**src/rtl/cvl_pkg.sv**
```systemverilog
// ----------------------------------------------------------------------------
// cvl_pkg: shared definitions for the circular value list
// Sizes, operation and status codes, controller states and the control
// word that the controller hands to the row of value cells.
// ----------------------------------------------------------------------------
package cvl_pkg;

   localparam int CAPACITY = 32;
   localparam int DATA_W   = 32;
   localparam int IDX_W    = $clog2(CAPACITY);
   localparam int CNT_W    = $clog2(CAPACITY + 1);

   typedef enum logic [1:0] {
      KIND_INSERT = 2'd0,
      KIND_UPDATE = 2'd1,
      KIND_DELETE = 2'd2,
      KIND_DUMP   = 2'd3
   } kind_type;

   typedef enum logic [1:0] {
      STAT_OK        = 2'd0,
      STAT_NOT_FOUND = 2'd1,
      STAT_FULL      = 2'd2,
      STAT_EMPTY     = 2'd3
   } status_type;

   typedef enum logic [1:0] {
      S_IDLE,
      S_WALK,
      S_DUMP,
      S_REPORT
   } state_type;

   // Per-cycle command to the cell row
   typedef struct packed {
      logic              shift;      // every cell but the last takes its right neighbour
      logic              tail_load;  // cell at tail_idx takes tail_val
      logic [IDX_W-1:0]  tail_idx;
      logic [DATA_W-1:0] tail_val;
      logic              head_load;  // cell 0 takes head_val (wins over tail)
      logic [DATA_W-1:0] head_val;
   } chain_ctl_type;

endpackage

```
**src/rtl/cvl_cell.sv**
```systemverilog
// ----------------------------------------------------------------------------
// cvl_cell: one value cell of the ring
// Holds one stored value; loads a given word, takes its neighbour's value
// on a shift, or holds.
// ----------------------------------------------------------------------------
module cvl_cell (
   input  logic                       clock,
   input  logic                       load,
   input  logic [cvl_pkg::DATA_W-1:0] load_val,
   input  logic                       shift,
   input  logic [cvl_pkg::DATA_W-1:0] nbr_val,
   output logic [cvl_pkg::DATA_W-1:0] val
);
   import cvl_pkg::*;

   logic [DATA_W-1:0] val_ff;
   logic [DATA_W-1:0] val_in;

   always_comb begin
      val_in = val_ff;
      if (load) begin
         val_in = load_val;
      end else if (shift) begin
         val_in = nbr_val;
      end
   end

   always_ff @(posedge clock) begin
      val_ff <= val_in;
   end

   assign val = val_ff;

endmodule

```
**src/rtl/cvl_ctrl.sv**
```systemverilog
// ----------------------------------------------------------------------------
// cvl_ctrl: sequencer of the circular value list
// Takes request words, walks the cell row one position a cycle (a dump only
// while the response is free) and drives the registered response word.
// ----------------------------------------------------------------------------
module cvl_ctrl (
   input  logic                              clock,
   input  logic                              reset,
   input  logic                              req_valid,
   output logic                              req_ready,
   input  logic [1:0]                        req_kind,
   input  logic [cvl_pkg::DATA_W-1:0]        req_key,
   input  logic [cvl_pkg::DATA_W-1:0]        req_new_value,
   output logic                              rsp_valid,
   input  logic                              rsp_ready,
   output logic [1:0]                        rsp_status,
   output logic [cvl_pkg::DATA_W-1:0]        rsp_item_value,
   output logic                              rsp_is_last,
   input  logic [cvl_pkg::DATA_W-1:0]        head_val,
   output cvl_pkg::chain_ctl_type            ctl
);
   import cvl_pkg::*;

   state_type         state_ff, state_in;
   logic [CNT_W-1:0]  count_ff, count_in;
   logic [CNT_W-1:0]  step_ff, step_in;
   logic              found_ff, found_in;
   kind_type          kind_ff, kind_in;
   logic [DATA_W-1:0] key_ff, key_in;
   logic [DATA_W-1:0] nv_ff, nv_in;
   status_type        status_ff, status_in;

   logic              rsp_valid_ff, rsp_valid_in;
   status_type        rsp_status_ff, rsp_status_in;
   logic [DATA_W-1:0] rsp_item_ff, rsp_item_in;
   logic              rsp_last_ff, rsp_last_in;

   kind_type          req_kind_t;
   logic              out_free;
   logic              hit;
   logic              last_step;

   assign req_kind_t = kind_type'(req_kind);
   assign out_free   = !rsp_valid_ff || rsp_ready;
   assign hit        = !found_ff && (head_val == key_ff);
   assign last_step  = (step_ff == CNT_W'(1));
   assign req_ready  = (state_ff == S_IDLE);

   // Next state
   always_comb begin
      state_in = state_ff;
      case (state_ff)
         S_IDLE: begin
            if (req_valid) begin
               if (req_kind_t == KIND_INSERT || count_ff == '0) begin
                  state_in = S_REPORT;
               end else if (req_kind_t == KIND_DUMP) begin
                  state_in = S_DUMP;
               end else begin
                  state_in = S_WALK;
               end
            end
         end
         S_WALK: begin
            if (last_step) begin
               state_in = S_REPORT;
            end
         end
         S_DUMP: begin
            if (out_free && last_step) begin
               state_in = S_IDLE;
            end
         end
         S_REPORT: begin
            if (out_free) begin
               state_in = S_IDLE;
            end
         end
         default: state_in = S_IDLE;
      endcase
   end

   // Datapath and outputs
   always_comb begin
      ctl           = '0;
      count_in      = count_ff;
      step_in       = step_ff;
      found_in      = found_ff;
      kind_in       = kind_ff;
      key_in        = key_ff;
      nv_in         = nv_ff;
      status_in     = status_ff;
      rsp_valid_in  = rsp_valid_ff && !rsp_ready;
      rsp_status_in = rsp_status_ff;
      rsp_item_in   = rsp_item_ff;
      rsp_last_in   = rsp_last_ff;
      case (state_ff)
         S_IDLE: begin
            if (req_valid) begin
               kind_in   = req_kind_t;
               key_in    = req_key;
               nv_in     = req_new_value;
               step_in   = count_ff;
               found_in  = 1'b0;
               status_in = STAT_OK;
               case (req_kind_t)
                  KIND_INSERT: begin
                     if (count_ff == CNT_W'(CAPACITY)) begin
                        status_in = STAT_FULL;
                     end else begin
                        // new value becomes entry, old entry moves to the end
                        ctl.head_load = 1'b1;
                        ctl.head_val  = req_new_value;
                        ctl.tail_load = (count_ff != '0);
                        ctl.tail_idx  = count_ff[IDX_W-1:0];
                        ctl.tail_val  = head_val;
                        count_in      = count_ff + CNT_W'(1);
                     end
                  end
                  KIND_DUMP: begin
                     if (count_ff == '0) begin
                        status_in = STAT_EMPTY;
                     end
                  end
                  default: begin
                     if (count_ff == '0) begin
                        status_in = STAT_NOT_FOUND;
                     end
                  end
               endcase
            end
         end
         S_WALK: begin
            ctl.shift    = 1'b1;
            ctl.tail_idx = IDX_W'(count_ff - CNT_W'(1));
            if (kind_ff == KIND_DELETE) begin
               // drop the matching value: the ring shortens by one
               ctl.tail_load = !hit;
               ctl.tail_val  = head_val;
               if (hit) begin
                  count_in = count_ff - CNT_W'(1);
               end
            end else begin
               ctl.tail_load = 1'b1;
               ctl.tail_val  = hit ? nv_ff : head_val;
            end
            found_in = found_ff || hit;
            step_in  = step_ff - CNT_W'(1);
            if (last_step) begin
               status_in = (found_ff || hit) ? STAT_OK : STAT_NOT_FOUND;
            end
         end
         S_DUMP: begin
            if (out_free) begin
               ctl.shift     = 1'b1;
               ctl.tail_load = 1'b1;
               ctl.tail_idx  = IDX_W'(count_ff - CNT_W'(1));
               ctl.tail_val  = head_val;
               rsp_valid_in  = 1'b1;
               rsp_status_in = STAT_OK;
               rsp_item_in   = head_val;
               rsp_last_in   = last_step;
               step_in       = step_ff - CNT_W'(1);
            end
         end
         S_REPORT: begin
            if (out_free) begin
               rsp_valid_in  = 1'b1;
               rsp_status_in = status_ff;
               rsp_item_in   = '0;
               rsp_last_in   = 1'b1;
            end
         end
         default: begin
         end
      endcase
   end

   always_ff @(posedge clock) begin
      if (reset) begin
         state_ff     <= S_IDLE;
         count_ff     <= '0;
         rsp_valid_ff <= 1'b0;
      end else begin
         state_ff     <= state_in;
         count_ff     <= count_in;
         rsp_valid_ff <= rsp_valid_in;
      end
   end

   always_ff @(posedge clock) begin
      step_ff       <= step_in;
      found_ff      <= found_in;
      kind_ff       <= kind_in;
      key_ff        <= key_in;
      nv_ff         <= nv_in;
      status_ff     <= status_in;
      rsp_status_ff <= rsp_status_in;
      rsp_item_ff   <= rsp_item_in;
      rsp_last_ff   <= rsp_last_in;
   end

   assign rsp_valid      = rsp_valid_ff;
   assign rsp_status     = rsp_status_ff;
   assign rsp_item_value = rsp_item_ff;
   assign rsp_is_last    = rsp_last_ff;

endmodule

```
**src/rtl/circular_value_list_top.sv**
```systemverilog
// ----------------------------------------------------------------------------
// circular_value_list_top: ordered ring of signed 32-bit values
// Insert, update, delete and in-order dump over a row of value cells that
// rotates one position a cycle under a small sequencer; a stalled dump waits.
// ----------------------------------------------------------------------------
//
//   channel   ports                                   direction
//   request   req_valid/ready, kind, key, new_value   in
//   response  rsp_valid/ready, status, item_value,    out
//             is_last
//
// Timing: insert goes from idle straight to the report state; update and
//   delete first walk all n stored values, n the fill count, one position
//   per cycle. A dump gives n words, one per cycle while rsp_ready allows.
// Reset clears the fill count and the control state; cells need no clear.
// A stalled response holds the walk of a dump and the final report; a new
//   request is taken as soon as the sequencer is back in idle, even while
//   the last response word still waits in its register.
//
module circular_value_list_top (
   input  logic                               clock,
   input  logic                               reset,
   input  logic                               req_valid,
   output logic                               req_ready,
   input  logic [1:0]                         req_kind,
   input  logic signed [cvl_pkg::DATA_W-1:0]  req_key,
   input  logic signed [cvl_pkg::DATA_W-1:0]  req_new_value,
   output logic                               rsp_valid,
   input  logic                               rsp_ready,
   output logic [1:0]                         rsp_status,
   output logic signed [cvl_pkg::DATA_W-1:0]  rsp_item_value,
   output logic                               rsp_is_last
);
   import cvl_pkg::*;

   // Cell 0 always holds the entry; the stored values sit in ring order in
   // cells 0 .. n-1. Cells beyond the fill count hold stale data.
   chain_ctl_type     ctl;
   logic [DATA_W-1:0] cell_val [CAPACITY];
   logic [DATA_W-1:0] head_val;
   logic [DATA_W-1:0] rsp_item;

   assign head_val       = cell_val[0];
   assign rsp_item_value = rsp_item;

   cvl_ctrl u_ctrl (
      .clock          (clock),
      .reset          (reset),
      .req_valid      (req_valid),
      .req_ready      (req_ready),
      .req_kind       (req_kind),
      .req_key        (req_key),
      .req_new_value  (req_new_value),
      .rsp_valid      (rsp_valid),
      .rsp_ready      (rsp_ready),
      .rsp_status     (rsp_status),
      .rsp_item_value (rsp_item),
      .rsp_is_last    (rsp_is_last),
      .head_val       (head_val),
      .ctl            (ctl)
   );

   for (genvar i = 0; i < CAPACITY; i++) begin : g_cell
      logic              is_head;
      logic              is_tail;
      logic              load;
      logic [DATA_W-1:0] load_val;
      logic [DATA_W-1:0] nbr_val;

      // the head cell takes the new entry on insert; the tail cell closes
      // the ring on a rotation or takes the old entry on insert
      assign is_head  = ctl.head_load && (i == 0);
      assign is_tail  = ctl.tail_load && (ctl.tail_idx == IDX_W'(i));
      assign load     = is_head || is_tail;
      assign load_val = is_head ? ctl.head_val : ctl.tail_val;

      // the last cell has no neighbour: hold its own value
      if (i == CAPACITY - 1) begin : g_last
         assign nbr_val = cell_val[i];
      end else begin : g_mid
         assign nbr_val = cell_val[i+1];
      end

      cvl_cell u_cell (
         .clock    (clock),
         .load     (load),
         .load_val (load_val),
         .shift    (ctl.shift),
         .nbr_val  (nbr_val),
         .val      (cell_val[i])
      );
   end

endmodule
```
**config.mk**
```make
export PLATFORM = sky130hd
export DESIGN_NAME = circular_value_list_top
export DESIGN_NICKNAME = d
export VERILOG_FILES = /design/src/rtl/cvl_pkg.sv /design/src/rtl/cvl_cell.sv /design/src/rtl/cvl_ctrl.sv /design/src/rtl/circular_value_list_top.sv
export SDC_FILE = /design/constraint.sdc
export NUM_CORES = 2
export LEC_CHECK = 0
export BUFFER_PORTS_ARGS = -buffer_cell sky130_fd_sc_hd__buf_2
export CAP_MARGIN = 10
export CORE_MARGIN = 3
export CORE_UTILIZATION = 30
export CTS_BUF_LIST = sky130_fd_sc_hd__clkbuf_4 sky130_fd_sc_hd__clkbuf_8
export CTS_CLUSTER_DIAMETER = 40
export DETAILED_ROUTE_END_ITERATION = 7
export HOLD_SLACK_MARGIN = 0.02
export PLACE_DENSITY_LB_ADDON = 0.25
export SLEW_MARGIN = 30
export SYNTH_ARGS = -nofsm -noshare
export SYNTH_HDL_FRONTEND = slang
export SYNTH_SLANG_ARGS = --single-unit
```
**constraint.sdc**
```tcl
create_clock -name clock -period 8.5 [get_ports clock]
set_input_delay 0.85 -clock clock [delete_from_list [all_inputs] [get_ports clock]]
set_output_delay 0.85 -clock clock [all_outputs]
set_load 0.05 [all_outputs]
```
# Yosys cells after proc, flatten, opt, wreduce, memory -nomap -nowiden
# Cells that the tools add are included.
# totals
register_bits	1143
out_inout_bits	37
in_bits	70
elab_cells	294
# op_classes
n_mux	109
add_sub_neg	3
n_reduce_logical	90
eq_ne	48
# ops
cell	count
32-bit two-way mux	67
71-bit two-way mux	3
38-bit case mux with 3 select lines	1
5-bit == test, second input constant	16
2-bit nonzero test	33
32-bit case mux with 2 select lines	1
6-bit two-way mux	7
5-bit by 4-bit == test with 1-bit output, second input constant	8
39-bit two-way mux	1
1-bit logical AND	35
33-bit two-way mux	1
32-bit == test	1
2-bit two-way mux	11
5-bit by 3-bit == test with 1-bit output, second input constant	4
6-bit case mux with 3 select lines	1
2-bit by 1-bit != test with 1-bit output, second input constant	7
2-bit case mux with 2 select lines	3
6-bit case mux with 2 select lines	1
6-bit by 1-bit subtractor with 6-bit output, second input constant	2
5-bit by 2-bit == test with 1-bit output, second input constant	2
3-bit AND reduction	3
2-bit == test, second input constant	4
1-bit two-way mux	8
2-bit case mux with 4 select lines	1
other kinds (18)	29

# Depth between registers and ports, before layout
# logic_depth
ltp_word	9
mapped_depth	12
depth_no_buf	9

# Hierarchy
# From an unflattened synthesis, not the netlist that was laid out.
# hier_totals
hier_cells	2737
area_unflattened_um2	54618.6
# modules_own_cells
mod	cells_each	n_inst	seq_area_each_um2	area_per_inst_um2
cvl_cell	69	32	960.9	1507.7
cvl_ctrl	442	1	3483.3	5728.0
circular_value_list_top	87	1	0.0	644.4

# Worst setup path after synthesis
# No wires, ideal clock.
# synth_timing
path_kind	in2reg
start	input req_kind[0]
end	register g_cell[31].u_cell.val_ff[0] (enable)
setup_slack_ns	2.652
stages	10
t_arrival_ns	5.347
setup_ns	0.501
n_path_buf	3
required_time_ns	7.999
path_cell_list	inv_1 > ha_1 > and3_1 > nand2_1 > and3_1 > and3_1 > buf_4 > buf_2 > clkbuf_1 > nor4_1
# synth_via
elab_chain_cells	6
# synth_lines
element	line	rtl
start: declaration	circular_value_list_top.sv:25	input logic [1:0] req_kind,
2-bit zero test *	cvl_ctrl.sv:106	case (req_kind_t)
71-bit two-way mux *	cvl_ctrl.sv:106	
71-bit two-way mux *	cvl_ctrl.sv:99	if (req_valid) begin
38-bit case mux with 3 select lines *	cvl_ctrl.sv:97	case (state_ff)
5-bit == test	circular_value_list_top.sv:73	assign is_tail = ctl.tail_load && (ctl.tail_idx == IDX_W'(i));
1-bit logical AND *	circular_value_list_top.sv:73	
net g_cell[31].is_tail	circular_value_list_top.sv:65	logic is_tail;
end signal: assignment	cvl_cell.sv:29	val_ff <= val_in;
end: declaration	cvl_cell.sv:16	logic [DATA_W-1:0] val_ff;
# The timed path passes the listed nets; every way through them passes the cells marked *.
# A chain may end at the register's enable or synchronous reset.

# Final worst setup path
# layout_timing
start	register u_ctrl.count_ff[0]
end	register g_cell[18].u_cell.val_ff[11] (enable)
# layout_via
elab_chain_cells	8
elab_cells_between_ends	11
cone_classes	1 x add/sub; 2 x eq/ne; 5 x mux; 3 x reduce/logical
# layout_lines
element	line	rtl
start: declaration	cvl_ctrl.sv:25	logic [CNT_W-1:0] count_ff, count_in;
start signal: assignment	cvl_ctrl.sv:186	count_ff <= count_in;
branches (longest 4 deep; another with 6-bit by 1-bit subtractor with 6-bit output)	-	
38-bit case mux with 3 select lines *	cvl_ctrl.sv:97	
5-bit == test	circular_value_list_top.sv:73	
1-bit logical AND *	circular_value_list_top.sv:73	
2-bit nonzero test (no line) *	-	
end signal: assignment	cvl_cell.sv:29	
end: declaration	cvl_cell.sv:16	
# Mark *: on every way between the ends.

==> impl_summary.txt <==
----------------------------------------------------
[Logic synthesis]
  Cells after Synth ... 2965
  Post-synthesis register bit count ... 1143
  Warning count from the yosys run ... 0
  Synth area leaders ... edfxtp_1, mux2_2, mux2_1
  Largest area contributor in the synthesized netlist ... edfxtp_1
  Number of distinct standard cells referenced by the synthesized netlist ... 61
  Net count after synthesis ... 3047
  Sequential-to-total area share from yosys stat ... 67.8%
  Synthesized area per cell ... ~17 um2
  Share of synthesized registers carrying an async set or reset ... 0%
  Most common flop cell mapped by yosys ... edfxtp_1
  Post-Synthesis Cell Area ... ~50000 um2
  Count of flip-flops with a built-in enable after synthesis ... 1134
  Fraction of synthesized cell area taken by the top area cell type ... 67.5%

[Outcome]
  Result of the run ... finished, final reports clean

[Routing]
  DRC Markers ... 0
  Final wirelength ... 122 mm
  Iteration count of the initial detailed-routing pass ... 5
  DR vias ... 26000
  Starting DRC count in detailed routing ... 1751
  Vias per cell ... 4.76
  Detail-routed net length per standard cell ... 22.2 um
  Number of antenna-violating nets in the routed design ... 0

[Place]
  Final Wtd Congestion ... 0.762
  Placed cell count ... 5101
  Port Buf Inserts ... 106
  HPWL reported at the end of detailed placement ... 72.7 mm
  Post-place setup slack ... 2960 ps

[Timing]
  Number of max-slew violations in the final report ... 0
  Post-route fraction of the period consumed by the critical path ... 58.3%
  Least setup slack across all paths after layout ... 3540 ps
  Final critical path time including I/O delays and setup ... about 5000 ps
  Count of endpoints failing setup in the final report ... 0
  Slew at the pin closest to its max-slew limit ... 942 ps
  Final Hold Viols ... 0
  Fin Clk Skew ... between 50 and 60 ps
  Rel. slew slack ... 37.2%
  Maximum clock frequency ... 0.202 GHz
  Setup TNS ... 0 ps
  RSZ-0062 raised after global routing ... no

[Finish]
  Layout cells sized above 1 ... 38.2%
  Commonest non-fill, non-tap cell in the layout ... edfxtp_1
  Final non-filler cell total ... around 5500
  Top library cells by usage in the layout, fill and taps aside ... edfxtp_1, mux2_2, mux2_1
  Layout overhead on the synthesized area ... 14.0%
  Net count, final ... approximately 3200

[Clock network]
  Number of gates resized after CTS ... 0
  CTS tree ... yes
  CTS sink count ... between 1000 and 1500
  Later-pin clock latency in the skew report ... 880 ps
  Hold bufs inserted after CTS ... 0
  Largest buffer count on any clock path ... 3
  H-tree depth reported by CTS ... 4
  Clock input transition at the sequential cells of the worst setup and hold paths ... 60 ps
  CTS Buf Count ... between 200 and 250
  Clk root buf ... clkbuf_8
  Post-CTS Setup Repair Bufs ... 0

[Pwr]
  Power per standard cell area ... 364 nW/um2
  Maximum ir drop on the vdd rail ... 0.164 mV
  Leakage Power ... 0.0188 uW
  Tot Pwr ... 20900 uW

[Global routing]
  Largest net degree at the start of global routing ... 68
  Number of global-route vias before repair ... roughly 28000
  Antenna violations before repair ... 8
  Total overflow reported by the global router ... 0
  Overall fraction of global-route tracks in use ... 14.0%
  First-pass GRT wire length ... 184 mm

[Worst setup path]
  Worst R2R Path Depth ... 10
  Worst Setup Path Type ... reg -> reg
  Launching point of the worst reg2reg path ... u_ctrl.count_ff[0]
  Max Fanout on Critical Path ... 54
  Required time worst endpoint ... 9030 ps
  Reg-to-reg critical path endpoint ... g_cell[18].u_cell.val[11]
  Startpoint kind of the worst setup timing path ... flop
  Kind of end point of the critical path ... flop
  Arrival time at the worst endpoint ... 5490 ps
  Register-to-register path setup slack ... about 3500 ps

[Min path]
  Worst hold path startpoint ... req_key[29]
  Terminating pin of the worst hold path ... u_ctrl.key_ff[29]
  Hold depth ... 1
  Classification of the worst-slack hold path ... in -> reg

[Die]
  Initial standard-cell utilization of the core ... 30.4%
  Core region area ... 166000 um2
  IO Pins ... about 110
  Die Footprint ... 173000 um2
  Vertical extent of the die ... 416 um
  Die Span X ... 416 um
  Number of placement rows ... 149

[Flow run]
  Maximum Capacitance Violations ... 0

----------------------------------------------------
worst max-delay path: stages (launching register included):
cell and delay [ps]:
dfxtp_1 420, inv_1 250, ha_1 210, nor4b_4 350
a21oi_4 90, buf_4 340, or4_4 570, a21oi_4 490
nand4_4 650, nand2_1 770, buf_4 400
logic make-up after synthesis:
kind of cell / synth area share, %
AND/OR/NAND/NOR: 4.05
buffers and inverters: 2.73
adder cells (fa/ha/maj): 0.297
multiplexers: 21.5
AO/OA/AOI/OAI: 2.97
XOR/XNOR: 0.659
flip-flops: 67.8
area by class of cell:
class                      count  area, um2
timing repair buffer         211       1340
multi-input combinational   1514      14900
antenna                        1       2.50
tap                         2189       2740
sequential                  1143      34200
clock inverter                80        684
inverter                      44        165
fill                       15800     109000
clock buffer                 284       3450
registers in the layout (all words and copies together), names as in the netlist, 2 cells and up:
register               cells
u_ctrl.nv_ff              32
u_ctrl.state_ff            2
u_ctrl.step_ff             6
u_ctrl.count_ff            6
u_ctrl.rsp_item_value     32
g_cell.u_cell.val       1024
u_ctrl.rsp_status          2
u_ctrl.kind_ff             2
u_ctrl.status_ff           2
u_ctrl.key_ff             32
cell usage after synthesis (4+ instances only):
cell type,count
a31oi_1,18
clkbuf_1,146
nand4_1,9
dfxtp_1,9
inv_1,44
or4_1,8
nand4_4,7
nand3_1,7
xor2_1,35
nor3_1,4
nor4b_4,6
nand2b_1,22
mux2_2,648
and4_1,4
nand2_1,81
o31a_1,18
buf_4,19
ha_1,12
buf_1,4
o31ai_1,4
nor4_1,12
o21ai_0,23
a21oi_1,23
o311ai_0,39
buf_2,90
edfxtp_1,1134
nor2_1,23
a31o_2,12
o211ai_1,34
nor4_4,10
nor2b_1,36
mux2_1,312
nand4b_1,18
and2_1,35
and3_1,5
a211oi_1,15
buf_6,5
how the worst max path moves through the flow:
stage / start / end / slack, ps / cells past startpoint
after floorplan: req_kind[0] / g_cell[31].u_cell.val[0] / 2650 / 10
after global placement: req_kind[0] / g_cell[29].u_cell.val[3] / 3010 / 12
after detailed placement: req_kind[0] / g_cell[18].u_cell.val[18] / 2960 / 10
after CTS: u_ctrl.count_ff[0] / g_cell[18].u_cell.val[9] / 3410 / 9
after global routing: u_ctrl.count_ff[0] / g_cell[29].u_cell.val[1] / 3160 / 11
final: u_ctrl.count_ff[0] / g_cell[18].u_cell.val[11] / 3540 / 10
where the power goes:
group          internal, uW  leakage, uW  switching (uW)  total [uW]
clock network          2880      0.00217            2320        5200
registers              9210       0.0105             611        9820
logic                  1960      0.00617            3950        5910
total                 14000       0.0188            6880       20900
per-stage QoR:
step	util, %	instance area [um2]	hold slack [ps]
4_1_cts	34.6	57500	25.6
2_1_floorplan	-	50500	466
6_report	34.7	57600	154
3_5_place_dp	32.2	53400	496
5_1_grt	34.7	57600	50.5
3_3_place_gp	32.1	53400	493
routing by layer:
layer | wire, um | vias to the layer above | GRT usage (%) | share of wire, %
met2 | 59400 | 570 | 23.5 | 49
li1 | - | 11900 | - | -
met3 | 5830 | 201 | 2.83 | 4.8
met4 | 3000 | 0 | 4.57 | 2.5
met5 | 0 | - | 0 | 0
met1 | 53400 | 13400 | 18.0 | 44
No activity file was read; power rests on OpenSTA's default activity.
